**src/rtl/periodic_timer_bank_defines.svh**
```systemverilog
// assertion macros for the periodic timer bank
// used by the top level only; expects clk and rst_n in scope
`ifndef PERIODIC_TIMER_BANK_DEFINES_SVH
`define PERIODIC_TIMER_BANK_DEFINES_SVH
`ifndef ASSERT_OFF
`define PTB_ASSERT_IMP(lbl, pre, post, msg) \
  lbl: assert property (@(posedge clk) disable iff (!rst_n) (pre) |-> (post)) \
    else $error(msg);
`define PTB_ASSERT_NXT(lbl, pre, post, msg) \
  lbl: assert property (@(posedge clk) disable iff (!rst_n) (pre) |=> (post)) \
    else $error(msg);
`else
`define PTB_ASSERT_IMP(lbl, pre, post, msg)
`define PTB_ASSERT_NXT(lbl, pre, post, msg)
`endif
`endif

```
**src/rtl/ptb_pkg.sv**
```systemverilog
// shared types and constants of the periodic timer bank
// no dependencies
package ptb_pkg;

  localparam int unsigned CHANNELS_DEF = 32;
  localparam int unsigned MAX_RESULTS  = 32;
  localparam int unsigned REQ_W        = 2;
  localparam int unsigned PERIOD_W     = 32;
  localparam int unsigned REPEAT_W     = 8;
  localparam int unsigned KIND_W       = 3;
  localparam int unsigned CHAN_W       = 5;
  localparam int unsigned TS_W         = 32;

  typedef enum logic [REQ_W-1:0] {
    REQ_TICK    = 2'd0,
    REQ_PROGRAM = 2'd1,
    REQ_SERVICE = 2'd2,
    REQ_IGNORED = 2'd3
  } req_t;

  typedef enum logic [KIND_W-1:0] {
    KIND_TICK       = 3'd0,
    KIND_PROGRAMMED = 3'd1,
    KIND_REJECTED   = 3'd2,
    KIND_FIRED      = 3'd3,
    KIND_NONE       = 3'd4
  } kind_t;

  typedef enum logic [2:0] {
    ST_IDLE,
    ST_TICK,
    ST_PRG_SCAN,
    ST_SVC_SCAN,
    ST_SVC_EX,
    ST_SVC_END,
    ST_EMIT
  } state_t;

  typedef enum logic {
    ALU_TICK,
    ALU_SERVICE
  } alu_op_t;

  typedef struct packed {
    logic [PERIOD_W-1:0] period;
    logic [PERIOD_W-1:0] elapsed;
    logic [REPEAT_W-1:0] remaining;
  } chan_word_t;

  typedef struct packed {
    chan_word_t word;
    logic       active;
    logic       due;
    logic       rem_zero;
  } alu_res_t;

endpackage

```
**src/rtl/ptb_if.sv**
```systemverilog
// request and result channel interfaces of the periodic timer bank
// depends on ptb_pkg
interface ptb_req_if
  import ptb_pkg::*;
();
  logic                valid;
  logic                ready;
  logic [REQ_W-1:0]    req_type;
  logic [PERIOD_W-1:0] period;
  logic [REPEAT_W-1:0] repeat_count;

  modport source (output valid, output req_type, output period, output repeat_count,
                  input ready);
  modport sink (input valid, input req_type, input period, input repeat_count,
                output ready);
endinterface

interface ptb_res_if
  import ptb_pkg::*;
();
  logic              valid;
  logic              ready;
  logic [KIND_W-1:0] kind;
  logic [CHAN_W-1:0] channel;
  logic [TS_W-1:0]   timestamp;
  logic              last;

  modport source (output valid, output kind, output channel, output timestamp,
                  output last, input ready);
  modport sink (input valid, input kind, input channel, input timestamp,
                input last, output ready);
endinterface

```
**src/rtl/ptb_chan_mem.sv**
```systemverilog
// channel state memory: period, elapsed count and repeats left per channel
// one write port, one registered read port; depends on ptb_pkg
module ptb_chan_mem
  import ptb_pkg::*;
#(
  parameter int unsigned CHANNELS = CHANNELS_DEF
) (
  input  logic       clk,
  input  logic       we,
  input  logic [((CHANNELS > 1) ? $clog2(CHANNELS) : 1)-1:0] waddr,
  input  chan_word_t wdata,
  input  logic       re,
  input  logic [((CHANNELS > 1) ? $clog2(CHANNELS) : 1)-1:0] raddr,
  output chan_word_t rdata
);

  chan_word_t mem [CHANNELS];
  chan_word_t rdata_r;

  always_ff @(posedge clk) begin
    if (we) begin
      mem[waddr] <= wdata;
    end
  end

  always_ff @(posedge clk) begin
    if (re) begin
      rdata_r <= mem[raddr];
    end
  end

  assign rdata = rdata_r;

endmodule

```
**src/rtl/ptb_chan_alu.sv**
```systemverilog
// shared channel update unit: due compare, elapsed step, repeat count step
// combinational; depends on ptb_pkg
module ptb_chan_alu
  import ptb_pkg::*;
(
  input  alu_op_t    op,
  input  chan_word_t word,
  input  logic       keep_count,
  output alu_res_t   res
);

  always_comb begin
    res.active   = (word.period != '0);
    res.due      = (word.period <= word.elapsed);
    res.rem_zero = (word.remaining == '0);
    res.word     = word;
    unique case (op)
      ALU_TICK: begin
        if (res.due) begin
          res.word.elapsed = PERIOD_W'(1);
        end else begin
          res.word.elapsed = word.elapsed + PERIOD_W'(1);
        end
      end
      ALU_SERVICE: begin
        res.word.elapsed = '0;
        if (!keep_count) begin
          res.word.remaining = word.remaining - REPEAT_W'(1);
        end
      end
      default: begin
        res.word = word;
      end
    endcase
  end

endmodule

```
**src/rtl/periodic_timer_bank.sv**
```systemverilog
// periodic timer bank top level: sequencer, channel flags and result register
// depends on ptb_pkg, ptb_if, ptb_chan_mem, ptb_chan_alu, periodic_timer_bank_defines.svh
//
// usage: requests come in on in_if (tick, program, service), results leave on out_if.
// one request is worked at a time; in_if.ready is high only while the block is idle.
// a tick walks every channel through the shared update unit, one channel per cycle,
// pipelined behind the registered memory read, and ends with the tick word.
// a program request scans the in-use flags one per cycle.
// a service request steps past each idle channel and reads and updates each pending one,
// then ends the scan and loads the closing word; every fire is one result word, the
// final word of a request carries last.
// results sit in an output register, so a new request is taken while the previous
// result still waits; if the receiver stalls, the sequencer holds in place until the
// register frees up and nothing is dropped.
// reset (rst_n low, synchronous) frees every channel, clears the pending mask and the
// tick count; the memory needs no clearing since a free channel is never read as live.
`include "periodic_timer_bank_defines.svh"
module periodic_timer_bank
  import ptb_pkg::*;
#(
  parameter int unsigned CHANNELS = CHANNELS_DEF
) (
  input  logic      clk,
  input  logic      rst_n,
  ptb_req_if.sink   in_if,
  ptb_res_if.source out_if
);

  localparam int unsigned IW  = (CHANNELS > 1) ? $clog2(CHANNELS) : 1;
  localparam int unsigned CW  = $clog2(CHANNELS + 1);
  localparam int unsigned FCW = $clog2(MAX_RESULTS + 1);

  state_t              state_r, state_nxt;
  logic [CW-1:0]       idx_r, idx_nxt;
  logic                ex_valid_r, ex_valid_nxt;
  logic [IW-1:0]       ex_idx_r, ex_idx_nxt;
  logic [PERIOD_W-1:0] per_r, per_nxt;
  logic [REPEAT_W-1:0] rep_r, rep_nxt;
  logic [TS_W-1:0]     now_r, now_nxt;
  logic [CHANNELS-1:0] in_use_r, in_use_nxt;
  logic [CHANNELS-1:0] forever_r, forever_nxt;
  logic [CHANNELS-1:0] pending_r, pending_nxt;
  logic                hold_valid_r, hold_valid_nxt;
  logic [IW-1:0]       hold_chan_r, hold_chan_nxt;
  logic [FCW-1:0]      fire_cnt_r, fire_cnt_nxt;
  kind_t               res_kind_r, res_kind_nxt;
  logic [CHAN_W-1:0]   res_chan_r, res_chan_nxt;

  logic                out_valid_r, out_valid_nxt;
  kind_t               out_kind_r, out_kind_nxt;
  logic [CHAN_W-1:0]   out_chan_r, out_chan_nxt;
  logic                out_last_r, out_last_nxt;
  logic [TS_W-1:0]     out_ts_r, out_ts_nxt;

  logic                out_free;
  logic                out_load;
  kind_t               load_kind;
  logic [CHAN_W-1:0]   load_chan;
  logic                load_last;

  logic                mem_we, mem_re;
  logic [IW-1:0]       mem_waddr, mem_raddr;
  chan_word_t          mem_wdata, mem_rdata;

  alu_op_t             alu_op;
  logic                alu_keep;
  alu_res_t            alu_res;

  logic [IW-1:0]       cur;

  ptb_chan_mem #(
    .CHANNELS(CHANNELS)
  ) u_mem (
    .clk  (clk),
    .we   (mem_we),
    .waddr(mem_waddr),
    .wdata(mem_wdata),
    .re   (mem_re),
    .raddr(mem_raddr),
    .rdata(mem_rdata)
  );

  ptb_chan_alu u_alu (
    .op        (alu_op),
    .word      (mem_rdata),
    .keep_count(alu_keep),
    .res       (alu_res)
  );

  assign in_if.ready      = (state_r == ST_IDLE);
  assign out_if.valid     = out_valid_r;
  assign out_if.kind      = out_kind_r;
  assign out_if.channel   = out_chan_r;
  assign out_if.timestamp = out_ts_r;
  assign out_if.last      = out_last_r;

  assign out_free = !out_valid_r || out_if.ready;
  assign cur      = idx_r[IW-1:0];

  always_ff @(posedge clk) begin
    if (!rst_n) begin
      state_r      <= ST_IDLE;
      ex_valid_r   <= 1'b0;
      now_r        <= '0;
      in_use_r     <= '0;
      forever_r    <= '0;
      pending_r    <= '0;
      hold_valid_r <= 1'b0;
      fire_cnt_r   <= '0;
      out_valid_r  <= 1'b0;
    end else begin
      state_r      <= state_nxt;
      ex_valid_r   <= ex_valid_nxt;
      now_r        <= now_nxt;
      in_use_r     <= in_use_nxt;
      forever_r    <= forever_nxt;
      pending_r    <= pending_nxt;
      hold_valid_r <= hold_valid_nxt;
      fire_cnt_r   <= fire_cnt_nxt;
      out_valid_r  <= out_valid_nxt;
    end
  end

  always_ff @(posedge clk) begin
    idx_r       <= idx_nxt;
    ex_idx_r    <= ex_idx_nxt;
    per_r       <= per_nxt;
    rep_r       <= rep_nxt;
    hold_chan_r <= hold_chan_nxt;
    res_kind_r  <= res_kind_nxt;
    res_chan_r  <= res_chan_nxt;
    out_kind_r  <= out_kind_nxt;
    out_chan_r  <= out_chan_nxt;
    out_last_r  <= out_last_nxt;
    out_ts_r    <= out_ts_nxt;
  end

  always_comb begin
    state_nxt      = state_r;
    idx_nxt        = idx_r;
    ex_valid_nxt   = ex_valid_r;
    ex_idx_nxt     = ex_idx_r;
    per_nxt        = per_r;
    rep_nxt        = rep_r;
    now_nxt        = now_r;
    in_use_nxt     = in_use_r;
    forever_nxt    = forever_r;
    pending_nxt    = pending_r;
    hold_valid_nxt = hold_valid_r;
    hold_chan_nxt  = hold_chan_r;
    fire_cnt_nxt   = fire_cnt_r;
    res_kind_nxt   = res_kind_r;
    res_chan_nxt   = res_chan_r;

    out_load  = 1'b0;
    load_kind = KIND_NONE;
    load_chan = '0;
    load_last = 1'b1;

    mem_we    = 1'b0;
    mem_waddr = cur;
    mem_wdata = alu_res.word;
    mem_re    = 1'b0;
    mem_raddr = cur;

    alu_op    = ALU_TICK;
    alu_keep  = 1'b1;

    unique case (state_r)
      ST_IDLE: begin
        if (in_if.valid) begin
          per_nxt        = in_if.period;
          rep_nxt        = in_if.repeat_count;
          idx_nxt        = '0;
          ex_valid_nxt   = 1'b0;
          fire_cnt_nxt   = '0;
          hold_valid_nxt = 1'b0;
          unique case (req_t'(in_if.req_type))
            REQ_TICK: begin
              now_nxt   = now_r + TS_W'(1);
              state_nxt = ST_TICK;
            end
            REQ_PROGRAM: begin
              state_nxt = ST_PRG_SCAN;
            end
            REQ_SERVICE: begin
              state_nxt = ST_SVC_SCAN;
            end
            REQ_IGNORED: begin
              res_kind_nxt = KIND_NONE;
              res_chan_nxt = '0;
              state_nxt    = ST_EMIT;
            end
            default: begin
              state_nxt = ST_IDLE;
            end
          endcase
        end
      end

      ST_TICK: begin
        // read channel idx while updating the one read last cycle
        ex_valid_nxt = (idx_r < CW'(CHANNELS));
        ex_idx_nxt   = cur;
        if (idx_r < CW'(CHANNELS)) begin
          mem_re  = 1'b1;
          idx_nxt = idx_r + CW'(1);
        end
        if (ex_valid_r) begin
          alu_op    = ALU_TICK;
          mem_waddr = ex_idx_r;
          if (in_use_r[ex_idx_r] && alu_res.active) begin
            mem_we = 1'b1;
            if (alu_res.due) begin
              pending_nxt[ex_idx_r] = 1'b1;
            end
          end
        end
        if ((idx_r == CW'(CHANNELS)) && !ex_valid_r) begin
          res_kind_nxt = KIND_TICK;
          res_chan_nxt = '0;
          state_nxt    = ST_EMIT;
        end
      end

      ST_PRG_SCAN: begin
        if (idx_r == CW'(CHANNELS)) begin
          res_kind_nxt = KIND_REJECTED;
          res_chan_nxt = '0;
          state_nxt    = ST_EMIT;
        end else if (!in_use_r[cur]) begin
          mem_we            = 1'b1;
          mem_wdata         = '{period: per_r, elapsed: '0, remaining: rep_r};
          in_use_nxt[cur]   = 1'b1;
          forever_nxt[cur]  = (rep_r == '0);
          res_kind_nxt      = KIND_PROGRAMMED;
          res_chan_nxt      = CHAN_W'(cur);
          state_nxt         = ST_EMIT;
        end else begin
          idx_nxt = idx_r + CW'(1);
        end
      end

      ST_SVC_SCAN: begin
        if (idx_r == CW'(CHANNELS)) begin
          state_nxt = ST_SVC_END;
        end else if (!pending_r[cur]) begin
          idx_nxt = idx_r + CW'(1);
        end else if (fire_cnt_r == FCW'(MAX_RESULTS)) begin
          state_nxt = ST_SVC_END;
        end else begin
          mem_re    = 1'b1;
          state_nxt = ST_SVC_EX;
        end
      end

      ST_SVC_EX: begin
        alu_op   = ALU_SERVICE;
        alu_keep = forever_r[cur];
        if (!forever_r[cur] && alu_res.rem_zero) begin
          // exhausted finite channel: free it and end the scan
          pending_nxt[cur] = 1'b0;
          in_use_nxt[cur]  = 1'b0;
          state_nxt        = ST_SVC_END;
        end else if (!hold_valid_r || out_free) begin
          if (hold_valid_r) begin
            out_load  = 1'b1;
            load_kind = KIND_FIRED;
            load_chan = CHAN_W'(hold_chan_r);
            load_last = 1'b0;
          end
          mem_we           = 1'b1;
          pending_nxt[cur] = 1'b0;
          hold_valid_nxt   = 1'b1;
          hold_chan_nxt    = cur;
          fire_cnt_nxt     = fire_cnt_r + FCW'(1);
          idx_nxt          = idx_r + CW'(1);
          state_nxt        = ST_SVC_SCAN;
        end
      end

      ST_SVC_END: begin
        if (out_free) begin
          out_load       = 1'b1;
          load_kind      = hold_valid_r ? KIND_FIRED : KIND_NONE;
          load_chan      = hold_valid_r ? CHAN_W'(hold_chan_r) : '0;
          load_last      = 1'b1;
          hold_valid_nxt = 1'b0;
          state_nxt      = ST_IDLE;
        end
      end

      ST_EMIT: begin
        if (out_free) begin
          out_load  = 1'b1;
          load_kind = res_kind_r;
          load_chan = res_chan_r;
          load_last = 1'b1;
          state_nxt = ST_IDLE;
        end
      end

      default: begin
        state_nxt = ST_IDLE;
      end
    endcase
  end

  // result register
  always_comb begin
    out_valid_nxt = out_valid_r;
    out_kind_nxt  = out_kind_r;
    out_chan_nxt  = out_chan_r;
    out_last_nxt  = out_last_r;
    out_ts_nxt    = out_ts_r;
    if (out_load) begin
      out_valid_nxt = 1'b1;
      out_kind_nxt  = load_kind;
      out_chan_nxt  = load_chan;
      out_last_nxt  = load_last;
      out_ts_nxt    = now_r;
    end else if (out_if.ready) begin
      out_valid_nxt = 1'b0;
    end
  end

  `PTB_ASSERT_IMP(a_pending_in_use, 1'b1, (pending_r & ~in_use_r) == '0, "pending on free channel")
  `PTB_ASSERT_IMP(a_fire_limit, 1'b1, fire_cnt_r <= FCW'(MAX_RESULTS), "fire count over limit")
  `PTB_ASSERT_IMP(a_hold_in_service, hold_valid_r, (state_r == ST_SVC_SCAN) || (state_r == ST_SVC_EX) || (state_r == ST_SVC_END), "held fire outside service")
  `PTB_ASSERT_NXT(a_tick_advance, in_if.valid && in_if.ready && (in_if.req_type == REQ_TICK), now_r == $past(now_r) + TS_W'(1), "tick did not advance time")

endmodule

```
**src/flat_wrapper.sv**
```systemverilog
// flat-port wrapper written by rule: the top's interface ports become plain ports
module periodic_timer_bank_flat import ptb_pkg::*;
#(
  parameter int unsigned CHANNELS = CHANNELS_DEF
)
  (clk, rst_n, in_if_valid, in_if_req_type, in_if_period, in_if_repeat_count, in_if_ready, out_if_valid, out_if_kind, out_if_channel, out_if_timestamp, out_if_last, out_if_ready);
  ptb_req_if in_if_i ();
  ptb_res_if out_if_i ();
  input  logic clk;
  input  logic rst_n;
  input wire logic [$bits(in_if_i.valid)-1:0] in_if_valid;
  input wire logic [$bits(in_if_i.req_type)-1:0] in_if_req_type;
  input wire logic [$bits(in_if_i.period)-1:0] in_if_period;
  input wire logic [$bits(in_if_i.repeat_count)-1:0] in_if_repeat_count;
  output wire logic [$bits(in_if_i.ready)-1:0] in_if_ready;
  output wire logic [$bits(out_if_i.valid)-1:0] out_if_valid;
  output wire logic [$bits(out_if_i.kind)-1:0] out_if_kind;
  output wire logic [$bits(out_if_i.channel)-1:0] out_if_channel;
  output wire logic [$bits(out_if_i.timestamp)-1:0] out_if_timestamp;
  output wire logic [$bits(out_if_i.last)-1:0] out_if_last;
  input wire logic [$bits(out_if_i.ready)-1:0] out_if_ready;
  assign in_if_i.valid = in_if_valid;
  assign in_if_i.req_type = in_if_req_type;
  assign in_if_i.period = in_if_period;
  assign in_if_i.repeat_count = in_if_repeat_count;
  assign in_if_ready = in_if_i.ready;
  assign out_if_valid = out_if_i.valid;
  assign out_if_kind = out_if_i.kind;
  assign out_if_channel = out_if_i.channel;
  assign out_if_timestamp = out_if_i.timestamp;
  assign out_if_last = out_if_i.last;
  assign out_if_i.ready = out_if_ready;
  periodic_timer_bank #(.CHANNELS(CHANNELS)) u_core (.clk(clk), .rst_n(rst_n), .in_if(in_if_i), .out_if(out_if_i));
endmodule
```
**config.mk**
```make
export PLATFORM = sky130hd
export DESIGN_NAME = periodic_timer_bank_flat
export DESIGN_NICKNAME = d
export VERILOG_FILES = /design/src/rtl/ptb_pkg.sv /design/src/rtl/ptb_if.sv /design/src/rtl/ptb_chan_mem.sv /design/src/rtl/ptb_chan_alu.sv /design/src/rtl/periodic_timer_bank.sv /design/src/flat_wrapper.sv
export VERILOG_INCLUDE_DIRS = /design/src /design/src/rtl
export SDC_FILE = /design/constraint.sdc
export NUM_CORES = 2
export LEC_CHECK = 0
export ABC_CLOCK_PERIOD_IN_PS = 10990
export BUFFER_PORTS_ARGS = -buffer_cell sky130_fd_sc_hd__buf_2
export CAP_MARGIN = 15
export CORE_MARGIN = 2
export CORE_UTILIZATION = 43
export CTS_BUF_LIST = sky130_fd_sc_hd__clkbuf_4
export DETAILED_ROUTE_END_ITERATION = 12
export PLACE_DENSITY = 0.59
export SYNTH_ARGS = -nofsm -noshare
export SYNTH_HDL_FRONTEND = slang
export SYNTH_SLANG_ARGS = --single-unit
```
**constraint.sdc**
```tcl
create_clock -name clk -period 10.99 [get_ports clk]
set_clock_uncertainty 0.1 [all_clocks]
set_input_delay 0.5495 -clock clk [delete_from_list [all_inputs] [get_ports clk]]
set_output_delay 0.5495 -clock clk [all_outputs]
set_load 0.05 [all_outputs]
```
======== Word-level counts from Yosys, hierarchy flattened ========
Memories as Yosys holds them, arrays and structs flattened. A register that Yosys moved wholly into a read port is not among the register bits.
Cells that the tools add are included.
word-level totals
  flip-flop bits (word level) ............. 245
  bits in writable memories ............... 2304
  output and inout bits ................... 43
  logic and storage cells ................. 222
  memories ................................ 1
operators by class
  add/sub/neg operators ................... 5
  order comparisons ....................... 6
  eq/ne operators ......................... 31
  multiplexer cells ....................... 110
  bitwise operators ....................... 11
  reductions and logical operators ........ 38
memories
  memory            words  width  rd ports  clocked after Yosys merged registers in  write ports  RTL line            source
  u_core.u_mem.mem  32     72     1         1                                        1            ptb_chan_mem.sv:17  chan_word_t mem [CHANNELS];
operators by type and width
  cell                   count
  $mux 32                9
  $mux 72                3
  $pmux 32 s2            3
  $add 32x1->32 const B  2
  $and 32x32->32         2
  $or 32x32->32          2
  $mux 5                 12
  $mux 6                 10
  $mux 3                 19
  $bwmux 32              1
  $le 32x32->1           1
  $mux 1                 32
  $not 32->32            1
  $reduce_bool 32->1     1
  $pmux 5 s3             2
  $pmux 6 s5             1
  $ne 2x1->1 const B     11
  $bmux 1 s5             4
  $pmux 3 s3             2
  $pmux 3 s6             1
  $logic_not 8->1        2
  $mux 8                 2
  $reduce_and 5->1       3
  $add 6x1->6 const B    2
  34 further kinds       73

======== Longest topological paths before layout ========
  word-level depth ........................ 9
  depth in mapped cells ................... 13
  depth with buffers taken out ............ 10

======== Cells and area by module ========
Synthesis repeated with hierarchy kept, for this count alone.
unflattened totals
  cells, all modules ...................... 5620
  area total of the unflattened synthesis .. 103735.7 sq um
modules (own cells, without submodules)
  module               times used  cells each  area each (sq um)
  ptb_chan_mem         1           4208        89843.7
  periodic_timer_bank  1           1105        11666.2
  ptb_chan_alu         1           307         2225.9

======== Worst setup path after synthesis ========
Ideal clock, no wire load.
  path kind ............................... register -> register
  start ................................... register u_core.idx_r[1]
  end ..................................... memory u_core.u_mem.mem[6][0] in the netlist's numbering, enable pin
  arrival time ............................ 7.346 ns
  required time ........................... 10.299 ns
  slack ................................... 2.953 ns
  cell stages (with the launch flop) ...... 11
  buffers on the path ..................... 3
  clock period less this slack ............ 8.037 ns
  cell sequence ........................... edfxtp_1 buf_6 buf_6 mux2_1 a221o_1 a222oi_1 o2111ai_1 buf_2 o21ai_1 o21bai_2 nor3_1
on the way
  cells in the longest elaborated chain, start to end .. 8
ends and longest elaborated chain
  element                       RTL line                    source
  start, declared               periodic_timer_bank.sv:34   logic [CW-1:0] idx_r, idx_nxt;
  start signal, assigned        periodic_timer_bank.sv:125  idx_r <= idx_nxt;
  $bmux 1 s5                    periodic_timer_bank.sv:260  if (!forever_r[cur] && alu_res.rem_zero) begin
  $mux 1 (not written as such)  periodic_timer_bank.sv:260
  $logic_not 1->1               periodic_timer_bank.sv:260
  $logic_and 1x1->1             periodic_timer_bank.sv:260
  $mux 1                        periodic_timer_bank.sv:260
  $pmux 1 s3                    periodic_timer_bank.sv:169  unique case (state_r)
  $mux 1                        ptb_chan_mem.sv:21          if (we) begin
  $mux 1 (not written as such)  ptb_chan_mem.sv:22          mem[waddr] <= wdata;
  end, declared                 ptb_chan_mem.sv:17
Several ways; a longest one is shown, not always the timed one. The select of a mux whose other input is x is not followed.

======== Worst setup path after layout ========
  start ................................... register u_core.idx_r[1]
  end ..................................... memory u_core.u_mem.mem[11][45] in the netlist's numbering, enable pin
The elaborated chain is that of the path after synthesis.

==> metrics.md <==
| Metric | Value |
|---|---|
| Avg WL per Cell | 30.00 um |
| HPWL Detailed | 153000 um |
| Net Sw Frac | 0.3282 |
| Top sig layer | met4 |
| Synth top area share | 0.7350 |
| Clock group share of total power | 0.270 |
| Antenna violations before repair | 8 |
| Leading cell types in the layout, fill and taps excluded | 2481 x edfxtp_1, 932 x clkbuf_4, 579 x mux4_2, 281 x a22oi_1, 160 x nor2_1 |
| Mux cell area share after synthesis | 0.1413 |
| Placed Area | 106300 sq um |
| Detailed Route WL | 280200 um |
| CTS resizes | 0 |
| Multi-input combinational cell area | 23020 sq um |
| Register area share after synthesis | 0.7626 |
| Mapped Nets | 5067 |
| DRC Markers | 0 |
| Clock transition at the registers of the reported paths | 60 ps |
| Worst setup margin | 4642 ps |
| Worst-Skew Late Latency | 1430 ps |
| RSZ-0062 raised after global routing | false |
| Post-Synth Adder-Cell Area | 0.005061 |
| # Post-CTS Setup Buffers | 0 |
| Number of hold buffers added after CTS | 93 |
| Switching Power | 9.596 mW |
| Xor/xnor cell area share of the yosys netlist | 0.005616 |
| IO buf count | 88 |
| Maximum vdd drop | 270.4 uV |
| Post-route ant nets | 0 |
| Final Cycle Share | 0.5776 |
| CP Launch Type | register |
| #FFs+latches synth | 2621 |
| Area Growth Syn to Fin | 13.85% |
| GRT Residual Overflow | 0 |
| FMAX | 0.1575 GHz |
| Final Cell Area | 115400 sq um |
| Longest Clk Path Bufs | 4 |
| Final Hold Viols | 0 |
| Compound-Gate Fraction of Synth Area | 0.03921 |
| Largest net degree at the start of global routing | 124 |
| P_leak | 36.65 nW |
| CP Capture Type | register |
| Drt initial violations | 6205 |
| Via density | 5.867 |
| Slew HR | 0.1588 |
| DR WL met2 | 137000 um |
| NumNets Final | 5807 |
| Initial Utilization | 0.4318 |
| Post-Place Worst Slack | 4643 ps |
| Pre-antenna DRT Iters | 6 |
| Outcome | finished clean |
| Total Routing Usage GR | 0.2334 |
| Vias in the first global route | 55780 |
| Worst EP required | 11860 ps |
| Simple-Gate Fraction of Synth Area | 0.03211 |
| Total number of vias | 54800 |
| Count of cell types in the netlist | 70 |
| M1 WL | 116000 um |
| First-pass GRT wire length | 399500 um |
| Mean Syn Cell Area | 20.35 sq um |
| Register Area | 77300 sq um |
| Minimum clock period | 6348 ps |
| Internal power | 19.64 mW |
| Actual slew at the worst max-slew pin | 1262 ps |
| Die height | 489.5 um |
| H-tree levels | 6 |
| Dominant synthesized flop cell | edfxtp_1 |
| Synth Instances | 4980 |
| Post-synth EDFFs | 2481 |
| Proportion of layout cells with a drive suffix above 1 | 0.3116 |
| Yosys top cell by area | edfxtp_1 |
| Synthesized cell area | 101400 sq um |
| CTS tree | yes |
| # fillers | 19530 |
| Ys async rst share | 0 |
| Largest family of logic cells by synthesized area | multiplexers |
| Core box area | 234700 sq um |
| Power density over the cells | 253.3 nW/um^2 |
| Comb power frac | 0.283 |
| TritonCTS buffer count | 663 |
| Hold Path Class | input port to register |
| Flop pwr share | 0.446 |
| Final setup fails | 0 |
| Die area | 239600 sq um |
| Clk sinks | 2621 |
| Synth top area cells | edfxtp_1 73%, mux4_2 13%, dfxtp_1 2.8% |
| Clock root buffer master | clkbuf_4 |
| Crit path kind | register to register |
| Yosys warnings | 0 |
| Row cnt | 178 |
| Die X | 489.5 um |
| Number of max-cap violations | 0 |
| Metal3 WL | 20310 um |
| Boundary Pins | 89 |
| Setup total negative slack | 0 ps |
| Data arrival, critical path | 7220 ps |
| Most common cell after layout, fill and taps aside | edfxtp_1 |
| Final GP Congestion | 0.8563 |
| Crit-path max FO | 123 |
| Slew Viols, Final | 0 |
per-layer routing:
layer,vias up,track usage
li1,22780,-
met1,29110,0.3232
met2,2531,0.3769
met3,379,0.04250
met4,0,0.07381
met5,-,0
path summary, 6_finish.rpt:
kind / startpoint / to / slack (ps) / depth (start not counted)
setup reg to reg: u_core.idx_r[1] / u_core.u_mem.mem[11][45] / 4640 / 12
hold / removal: in_if_valid / u_core.hold_valid_r / 190 / 5
setup / recovery: u_core.idx_r[1] / u_core.u_mem.mem[11][45] / 4640 / 12
hold reg to reg: u_core.idx_r[1] / u_core.hold_chan_r[1] / 360 / 0
stage by stage:
stage | std cells | hold WS [ps] | util | power, mW
after floorplan | 4980 | 328.0 | - | 18.29
after global placement | 8103 | 335.9 | 0.4530 | 21.39
after detailed placement | 8103 | 351.2 | 0.4530 | 21.51
after CTS | 9312 | 44.03 | 0.4906 | 29.44
after global routing | 9334 | 136.3 | 0.4916 | 30.44
final | 9341 | 187.3 | 0.4916 | 29.24
sequential cells by signal (all words and copies together) (netlist names), named ones only:
register	cells
u_core.hold_valid_r	1
u_core.u_mem.rdata	72
u_core.res_kind_r	3
u_core.out_if.timestamp	32
u_core.out_if.kind	3
u_core.now_r	32
u_core.rep_r	8
u_core.idx_r	6
u_core.pending_r	32
u_core.hold_chan_r	5
u_core.state_r	3
u_core.out_if.channel	5
u_core.ex_idx_r	5
u_core.fire_cnt_r	6
u_core.res_chan_r	5
u_core.u_mem.mem	2304
u_core.ex_valid_r	1
u_core.out_if.valid	1
u_core.forever_r	32
u_core.per_r	32
u_core.out_if.last	1
kinds of logic (layout without fill, tap and decap cells):
group                    after synthesis  count (layout)
AND/OR/NAND/NOR                      638             638
other                                  0              20
AO/OA/AOI/OAI                        570             570
adder cells (fa/ha/maj)               41              41
multiplexers                         703             703
flip-flops                          2621            2621
XOR/XNOR                              65              65
buffers and inverters                342            1533
synth_stat cells (all sizes together) (3+ instances only):
cell,count
o21ai,85
a22oi,281
and3,19
buf,137
a211oi,13
nor3,61
or2,8
nor2b,7
a311oi,9
a21oi,64
ha,41
or3,17
mux4,579
a221oi,4
dfxtp,140
nor4,19
xor2,17
nand4,99
and2,12
or4,5
a22o,8
o31ai,8
inv,59
o221ai,14
nand3,51
o211ai,6
a31oi,40
a21o,5
clkbuf,146
mux2i,89
edfxtp,2481
o22ai,6
and4,7
o32ai,4
nor3b,3
xnor2,48
nand2b,20
nand2,108
nor2,194
o221a,11
mux2,35
final cells by class:
class                   instances  share of cell area
repair buffers                358             0.02562
inverters                      59            0.001941
clock inverters               184            0.007925
diodes                         20           0.0004337
clock buffers                 932             0.06063
well taps                    3150             0.03415
flip-flops and latches       2621              0.6699
multi-input cells            2017              0.1994
worst max-delay path, cell delays in order, from the launching register on:
cell and delay (ps):
edfxtp_1 350, buf_4 480, buf_12 720, mux2_1 390
a221o_1 320, a222oi_1 470, o2111ai_4 170, buf_4 320
o21ai_1 280, o21ai_2 100, buf_4 270, and3b_4 960
buf_4 870
power by group through the flow:
stage                     sequential [mW]  combinational (mW)  clock [mW]
after global routing                 13.1                8.75        8.61
after global placement               13.3                8.14           0
after CTS                            13.1                8.29        8.09
after floorplan                      13.2                5.08           0
final                                13.1                8.29        7.90
after detailed placement             13.3                8.24           0
Power figures use the tool's default switching activity.
